--- config.mk ---
export PLATFORM = sky130hd
export DESIGN_NAME = subtractive_random_generator
export DESIGN_NICKNAME = d
export VERILOG_FILES = /design/src/rtl/srg_pkg.sv /design/src/rtl/subtractive_random_generator.sv
export SDC_FILE = /design/constraint.sdc
export NUM_CORES = 2
export LEC_CHECK = 0
export BUFFER_PORTS_ARGS = -buffer_cell sky130_fd_sc_hd__buf_2
export CAP_MARGIN = 0
export CORE_MARGIN = 2
export CORE_UTILIZATION = 40
export CTS_BUF_LIST = sky130_fd_sc_hd__clkbuf_4
export DETAILED_ROUTE_END_ITERATION = 8
export HOLD_SLACK_MARGIN = 0.06
export PLACE_DENSITY_LB_ADDON = 0.1
export SLEW_MARGIN = 20
export SYNTH_ARGS = -nofsm -noshare
export SYNTH_HDL_FRONTEND = slang
export SYNTH_SLANG_ARGS = --single-unit
--- constraint.sdc ---
create_clock -name clk -period 10.97 [get_ports clk]
set_clock_uncertainty 0.15 [all_clocks]
set_input_delay 1.6455 -clock clk [delete_from_list [all_inputs] [get_ports clk]]
set_output_delay 1.6455 -clock clk [all_outputs]
set_load 0.05 [all_outputs]
--- src/rtl/srg_pkg.sv ---
`default_nettype none

package srg_pkg;

	// modulus of the lagged subtraction and seed folding base
	localparam logic [29:0] MODULUS   = 30'd1000000000;
	localparam logic [31:0] SEED_BASE = 32'd161803398;

	// table geometry: words live at addresses 1..TABLE_LEN, address 0 unused
	localparam int          TABLE_DEPTH = 56;
	localparam logic [5:0]  TABLE_LEN   = 6'd55;
	localparam logic [5:0]  TRAIL_START = 6'd31;
	localparam logic [5:0]  SPREAD_STEP = 6'd21;
	localparam logic [5:0]  MIX_OFFSET  = 6'd31;
	localparam logic [5:0]  FILL_STEPS  = 6'd54;
	localparam logic [1:0]  LAST_PASS   = 2'd3;

	typedef enum logic [3:0] {
		ST_IDLE,
		ST_SEED_ABS,
		ST_SEED_DIFF,
		ST_SEED_WR,
		ST_FILL,
		ST_MIX_RD,
		ST_MIX_WR,
		ST_DRAW_RD,
		ST_DRAW_WR,
		ST_HOLD
	} srg_state_t;

	// (a - b) mod 1e9 for a, b below the modulus
	function automatic logic [29:0] sub_mod(input logic [29:0] a, input logic [29:0] b);
		logic [30:0] d;
		begin
			d = {1'b0, a} - {1'b0, b};
			if (d[30]) begin
				sub_mod = d[29:0] + MODULUS;
			end else begin
				sub_mod = d[29:0];
			end
		end
	endfunction

	// step an index through 1..55 with wrap to 1
	function automatic logic [5:0] advance(input logic [5:0] idx);
		begin
			if (idx >= TABLE_LEN) begin
				advance = 6'd1;
			end else begin
				advance = idx + 6'd1;
			end
		end
	endfunction

	// mixing partner of word i: 1 + (i + 30) mod 55
	function automatic logic [5:0] partner(input logic [5:0] i);
		logic [6:0] j;
		begin
			j = {1'b0, i} + {1'b0, MIX_OFFSET};
			if (j > {1'b0, TABLE_LEN}) begin
				j = j - {1'b0, TABLE_LEN};
			end
			partner = j[5:0];
		end
	endfunction

	// next spread-fill position: (pos + 21) mod 55
	function automatic logic [5:0] spread_next(input logic [5:0] pos);
		logic [6:0] j;
		begin
			j = {1'b0, pos} + {1'b0, SPREAD_STEP};
			if (j >= {1'b0, TABLE_LEN}) begin
				j = j - {1'b0, TABLE_LEN};
			end
			spread_next = j[5:0];
		end
	endfunction

endpackage

`default_nettype wire

--- src/rtl/subtractive_random_generator.sv ---
// Subtractive lagged random generator, modulus 1e9, 55-word table.
// Request channel: req_valid / req_stall with the reseed bit; each accepted
// word asks for one draw. Response channel: rsp_valid / rsp_stall with value,
// an integer in 1..999999999 (the uniform number is value / 1e9).
// Configuration: seed is written at any edge with seed_we high; it only takes
// effect at the next table rebuild.
// Steady draws: the two table words are read as the request is taken and the
// result is registered from the write-back state; the next request waits for
// its load into the output. Each draw is one read of two table words followed
// by one write-back through the single-write-port memory; zero draws repeat.
// The first request after reset, or one with reseed set, rebuilds the table
// first: seed folding, 54 fill writes and 4 x 55 mixing steps of one read and
// one write-back each, all before the draw.
// Reset clears the control state and marks the table as not built; the table
// contents themselves are not cleared.
// While the response is stalled the finished value is held (an output register
// plus one holding register), and the next request is taken once it is parked.
`default_nettype none

module subtractive_random_generator (
	input  wire logic               clk,
	input  wire logic               arst_n,
	input  wire logic               seed_we,
	input  wire logic signed [31:0] seed,
	input  wire logic               req_valid,
	output logic                    req_stall,
	input  wire logic               reseed,
	output logic                    rsp_valid,
	input  wire logic               rsp_stall,
	output logic [29:0]             value
);

	srg_pkg::srg_state_t state_q, state_d;

	logic signed [31:0] seed_q;
	logic [5:0]  lead_q, trail_q;
	logic        ready_q;
	logic [31:0] mag_q, fold_q;
	logic [29:0] cur_q, prev_q, res_q;
	logic [5:0]  pos_q, cnt_q, mix_i_q;
	logic [1:0]  pass_q;
	logic        rsp_valid_q;
	logic [29:0] value_q;

	// table memory, two registered read ports and one write port
	logic [29:0] mem [srg_pkg::TABLE_DEPTH];
	logic [29:0] rd_a_q, rd_b_q;
	logic [5:0]  raddr_a, raddr_b, waddr;
	logic [29:0] wdata;
	logic        mem_we;

	logic        accept, rebuild, slot_free, out_load;
	logic [29:0] rd_diff, seed_mod, out_data;

	assign accept    = req_valid && !req_stall;
	assign rebuild   = reseed || !ready_q;
	assign slot_free = !rsp_valid_q || !rsp_stall;
	assign rd_diff   = srg_pkg::sub_mod(rd_a_q, rd_b_q);
	assign seed_mod  = (fold_q >= {2'b00, srg_pkg::MODULUS}) ?
		30'(fold_q - {2'b00, srg_pkg::MODULUS}) : fold_q[29:0];

	assign req_stall = (state_q != srg_pkg::ST_IDLE);
	assign rsp_valid = rsp_valid_q;
	assign value     = value_q;

	// seed register
	always_ff @(posedge clk or negedge arst_n) begin
		if (!arst_n) begin
			seed_q <= '0;
		end else if (seed_we) begin
			seed_q <= seed;
		end
	end

	// table storage
	always_ff @(posedge clk) begin
		if (mem_we) begin
			mem[waddr] <= wdata;
		end
		rd_a_q <= mem[raddr_a];
		rd_b_q <= mem[raddr_b];
	end

	// state register
	always_ff @(posedge clk or negedge arst_n) begin
		if (!arst_n) begin
			state_q <= srg_pkg::ST_IDLE;
		end else begin
			state_q <= state_d;
		end
	end

	// next state, memory access and output load
	always_comb begin
		state_d  = state_q;
		mem_we   = 1'b0;
		waddr    = lead_q;
		wdata    = rd_diff;
		raddr_a  = srg_pkg::advance(lead_q);
		raddr_b  = srg_pkg::advance(trail_q);
		out_load = 1'b0;
		out_data = rd_diff;
		case (state_q)
			srg_pkg::ST_IDLE: begin
				if (accept) begin
					state_d = rebuild ? srg_pkg::ST_SEED_ABS : srg_pkg::ST_DRAW_WR;
				end
			end
			srg_pkg::ST_SEED_ABS: begin
				state_d = srg_pkg::ST_SEED_DIFF;
			end
			srg_pkg::ST_SEED_DIFF: begin
				state_d = srg_pkg::ST_SEED_WR;
			end
			srg_pkg::ST_SEED_WR: begin
				mem_we  = 1'b1;
				waddr   = srg_pkg::TABLE_LEN;
				wdata   = seed_mod;
				state_d = srg_pkg::ST_FILL;
			end
			srg_pkg::ST_FILL: begin
				mem_we = 1'b1;
				waddr  = pos_q;
				wdata  = prev_q;
				if (cnt_q == srg_pkg::FILL_STEPS) begin
					state_d = srg_pkg::ST_MIX_RD;
				end
			end
			srg_pkg::ST_MIX_RD: begin
				raddr_a = mix_i_q;
				raddr_b = srg_pkg::partner(mix_i_q);
				state_d = srg_pkg::ST_MIX_WR;
			end
			srg_pkg::ST_MIX_WR: begin
				mem_we = 1'b1;
				waddr  = mix_i_q;
				if (mix_i_q == srg_pkg::TABLE_LEN && pass_q == srg_pkg::LAST_PASS) begin
					state_d = srg_pkg::ST_DRAW_RD;
				end else begin
					state_d = srg_pkg::ST_MIX_RD;
				end
			end
			srg_pkg::ST_DRAW_RD: begin
				state_d = srg_pkg::ST_DRAW_WR;
			end
			srg_pkg::ST_DRAW_WR: begin
				mem_we = 1'b1;
				waddr  = lead_q;
				if (rd_diff == '0) begin
					state_d = srg_pkg::ST_DRAW_RD;
				end else if (slot_free) begin
					out_load = 1'b1;
					state_d  = srg_pkg::ST_IDLE;
				end else begin
					state_d = srg_pkg::ST_HOLD;
				end
			end
			srg_pkg::ST_HOLD: begin
				out_data = res_q;
				if (slot_free) begin
					out_load = 1'b1;
					state_d  = srg_pkg::ST_IDLE;
				end
			end
			default: begin
				state_d = srg_pkg::ST_IDLE;
			end
		endcase
	end

	// indices, build counters and ready flag
	always_ff @(posedge clk or negedge arst_n) begin
		if (!arst_n) begin
			lead_q  <= '0;
			trail_q <= srg_pkg::TRAIL_START;
			ready_q <= 1'b0;
			pos_q   <= '0;
			cnt_q   <= '0;
			mix_i_q <= '0;
			pass_q  <= '0;
		end else begin
			case (state_q)
				srg_pkg::ST_IDLE: begin
					if (accept && !rebuild) begin
						lead_q  <= srg_pkg::advance(lead_q);
						trail_q <= srg_pkg::advance(trail_q);
					end
				end
				srg_pkg::ST_SEED_WR: begin
					pos_q <= srg_pkg::SPREAD_STEP;
					cnt_q <= 6'd1;
				end
				srg_pkg::ST_FILL: begin
					pos_q <= srg_pkg::spread_next(pos_q);
					cnt_q <= cnt_q + 6'd1;
					if (cnt_q == srg_pkg::FILL_STEPS) begin
						mix_i_q <= 6'd1;
						pass_q  <= '0;
					end
				end
				srg_pkg::ST_MIX_WR: begin
					mix_i_q <= srg_pkg::advance(mix_i_q);
					if (mix_i_q == srg_pkg::TABLE_LEN) begin
						pass_q <= pass_q + 2'd1;
						if (pass_q == srg_pkg::LAST_PASS) begin
							lead_q  <= '0;
							trail_q <= srg_pkg::TRAIL_START;
							ready_q <= 1'b1;
						end
					end
				end
				srg_pkg::ST_DRAW_RD: begin
					lead_q  <= srg_pkg::advance(lead_q);
					trail_q <= srg_pkg::advance(trail_q);
				end
				default: begin
				end
			endcase
		end
	end

	// seed folding, fill recurrence and parked result
	always_ff @(posedge clk) begin
		case (state_q)
			srg_pkg::ST_SEED_ABS: begin
				mag_q <= seed_q[31] ? 32'(-seed_q) : 32'(seed_q);
			end
			srg_pkg::ST_SEED_DIFF: begin
				fold_q <= (mag_q > srg_pkg::SEED_BASE) ?
					mag_q - srg_pkg::SEED_BASE : srg_pkg::SEED_BASE - mag_q;
			end
			srg_pkg::ST_SEED_WR: begin
				cur_q  <= seed_mod;
				prev_q <= 30'd1;
			end
			srg_pkg::ST_FILL: begin
				prev_q <= srg_pkg::sub_mod(cur_q, prev_q);
				cur_q  <= prev_q;
			end
			srg_pkg::ST_DRAW_WR: begin
				res_q <= rd_diff;
			end
			default: begin
			end
		endcase
	end

	// response output register
	always_ff @(posedge clk or negedge arst_n) begin
		if (!arst_n) begin
			rsp_valid_q <= 1'b0;
		end else if (out_load) begin
			rsp_valid_q <= 1'b1;
		end else if (!rsp_stall) begin
			rsp_valid_q <= 1'b0;
		end
	end

	always_ff @(posedge clk) begin
		if (out_load) begin
			value_q <= out_data;
		end
	end

	// a zero draw never leaves the block, and values stay below the modulus
	a_rsp_nonzero: assert property (@(posedge clk) disable iff (!arst_n)
		rsp_valid |-> (value != '0 && value < srg_pkg::MODULUS))
		else $error("response word out of range");

	// a taken request closes the request channel until its draw is parked
	a_req_closes: assert property (@(posedge clk) disable iff (!arst_n)
		(req_valid && !req_stall) |=> req_stall)
		else $error("request taken while previous draw in flight");

	// table writes only touch addresses 1..55
	a_waddr_range: assert property (@(posedge clk) disable iff (!arst_n)
		mem_we |-> (waddr != '0 && waddr <= srg_pkg::TABLE_LEN))
		else $error("table write outside 1..55");

	// a draw only runs on a built table
	a_draw_ready: assert property (@(posedge clk) disable iff (!arst_n)
		(state_q == srg_pkg::ST_DRAW_WR) |-> ready_q)
		else $error("draw on unbuilt table");

endmodule

`default_nettype wire

==> metrics <==
Largest stage delay, worst path 0.85 ns; port bufs 69; DR vias/cell 6.08; post-synthesis sequential area ratio 0.580; Main synth FF type edfxtp_1; vias in the first global route 81500; first-pass GRT wire length 556 mm; routability cong. 0.877; First DRT Iteration DRCs 10000; Reg2Reg Launch Point mix_i_q[0]; Nets 10500; CP Max Fanout 70; CP Launch Type flop; critical path class reg2reg; CP Buf/Inv Count 3; initial antenna violation count 15; clk_lat worst skew 1.34 ns; Fin Setup TNS 0 ns; largest cells by area after synthesis edfxtp_1 55%, nand2_1 13%, a311oi_1 5.2%, nand3_1 4.1%, clkbuf_1 2.7%; max-cap violations 0; largest net degree at the start of global routing 165; Filler cells 24100; CP endpoint rd_b_q[10]; Placed Area 106000 um^2; CORE AREA 253000 um^2; WP depth 16; TritonCTS clock tree done; dpl ws 4.88 ns; CP max-delay cell a221oi_1; CP required 12.04 ns; RSZ-0062 raised after global routing false; Post-Syn Nets 10500; DR WL met3 37.5 mm; post-synthesis register bit count 1994; First-pass DRT Iterations 9; total CTS buffers 563; Die Ht 508 um; share of cells above drive strength 1 0.127; fmax 161 MHz; Clock transition at path regs 0.06 ns; post-CTS resize count 0; CP cell instances inv_1, ha_1, nor4b_1, a211o_1, o22ai_1, xnor2_1, o21ai_4, buf_4, buf_4, and2_1, a211oi_1, a311oi_1, a21oi_1, a221oi_1, nor2_1, a31oi_1; IO Pins 70; R2R Setup Slk 4.75 ns; Worst R2R Path Depth 16; Final Critical Period 6.22 ns; Die Area 258000 um^2; Initial Util 0.401; post-layout util 0.447; drt total wl 385 mm; synthesized cell area 102000 um^2; Top Layer Used met5; crit end category flop; H-tree levels 6; Final period util 0.567; Longest Clk Path Bufs 4; Final ANT Viol Nets 0; post-synth top area share 0.551; DRC 0; Hold Crit Class reg2reg; Clock Tree Root clkbuf_4; post-synth top area cell edfxtp_1; Worst Tran Pin Value 1.20 ns; Area Overhead vs Synth 11.4%; Slew Viols, Final 0; TritonCTS Sinks 1994; DP HPWL 220 mm; Final setup viols 0; Syn Inst Count 10400; Avg Cell Area, Syn 9.78 um^2; Post-synth EDFFs 1864; M1 WL 163 mm; status finished, final reports clean; met2 WL 170 mm; vias 86500; drt wl/cell 27.0 um; design area 113000 um^2; Final WS setup 4.75 ns; die width 508 um; total grt overflow 0; r2r endpoint rd_b_q[10]; Async S/R FF share, synth 0.0351; CP Data Arrival Time 7.29 ns; synth unique cells 109; Top delay family on crit path compound AO/OA/AOI/OAI gates; GRT Total Usage 0.289; final hold vios 0; yosys warns 0; Slew headroom 0.195; Critical Path Start mix_i_q[0]; Site Rows 185; Crit path top cell by count buf_4
## final cells by class
class,instances,area [um^2],share of cell area
flip-flops and latches,1994,58900,0.520
multi-input cells,7480,40100,0.354
clock buffers,822,6170,0.0545
well taps,3366,4210,0.0372
repair buffers,270,2290,0.0203
clock inverters,175,1100,0.00971
inverters,111,418,0.00369
diodes,11,27.5,0.000243
## cells in the final DEF (no fill, tap or decap), types with 168 or more instances in the layout
cell and instances:
edfxtp_1 1864, nand2_1 3478, a21oi_1 326, and3_1 405
clkbuf_4 822, a31oi_1 293, a311oi_1 601, buf_4 168
nand3_1 826, nor2_1 300
## worst register-to-register path, cell delays in order, from the launching register on
cell,delay (ns)
dfrtp_1,0.60
inv_1,0.22
ha_1,0.40
nor4b_1,0.45
a211o_1,0.17
o22ai_1,0.14
xnor2_1,0.24
o21ai_4,0.47
buf_4,0.44
buf_4,0.74
and2_1,0.32
a211oi_1,0.05
a311oi_1,0.29
a21oi_1,0.16
a221oi_1,0.86
nor2_1,0.16
a31oi_1,0.30
## worst min-delay path by stage
stage	depth (start not counted)	endpoint	slack, ns	startpoint
floorplan	1	ready_q	0.28	ready_q
detailed placement	1	ready_q	0.30	ready_q
global route	2	seed_q[21]	0.33	seed[21]
global placement	1	ready_q	0.30	ready_q
CTS	2	seed_q[22]	0.27	seed[22]
finish	1	ready_q	0.32	ready_q
## cells in the mapped netlist, drive strengths merged, types with 7 or more instances
library cell  instances
mux2i                10
o21ai               181
o21a                 20
a31oi               293
o21bai               10
or2                  14
xnor2               118
o22ai                12
and2                 81
nand3               827
dfrtp                65
nand4                18
o31a                  8
clkbuf              728
a41oi                 7
nand2b               28
nor3                 53
a21oi               338
and3                406
mux2                 32
nor4                 12
a311oi              603
or4                  15
o211ai               26
nor2b                16
o31ai                20
a21boi                7
dfxtp                60
a211o                38
inv                 111
edfxtp             1864
a21o                 29
ha                   76
nor2                360
or3                  17
a221oi               35
xor2                 45
buf                  81
nand2              3482
a22oi                30
a211oi              145
## registers in the layout (all words and copies together) (netlist names), 2 cells and up
signal   count
cnt_q        6
lead_q       6
value       30
rd_a_q      30
prev_q      30
cur_q       30
mix_i_q      6
res_q       30
rd_b_q      30
state_q      4
seed_q      32
pass_q       2
trail_q      6
mag_q       32
fold_q      32
mem       1680
pos_q        6
## cells by family (layout without fill, tap and decap cells)
logic type	Yosys count	in the layout	share of synthesized area
simple gates	5346	5346	0.225
flops	1994	1994	0.580
compound gates	1851	1851	0.132
buf+inv	920	1378	0.0351
xor+xnor	163	163	0.0144
fa+ha+maj	78	78	0.00975
mux	42	42	0.00453
other cells	0	11	0
## timing repair
item | in CTS | in global routing
hold buffers | 1 | 0
buffers inserted | 0 | 0
setup endpoints to repair | 0 | 0
hold endpoints to repair | 1 | 0
## metrics by stage
step | std cells | hold WS [ns]
global placement | 13200 | 0.297
CTS | 14200 | 0.273
finish | 14200 | 0.320
floorplan | 10400 | 0.276
global route | 14200 | 0.332
detailed placement | 13200 | 0.305
## layer usage
layer | vias up | global-route usage
met1 | 42500 | 0.403
met5 | - | 0
met2 | 4838 | 0.442
li1 | 38300 | -
met4 | 6 | 0.115
met3 | 865 | 0.0577
Power is left out: the tool's default activity adds up to more than one toggle a clock period on the data nets, which glitch-free logic cannot reach.
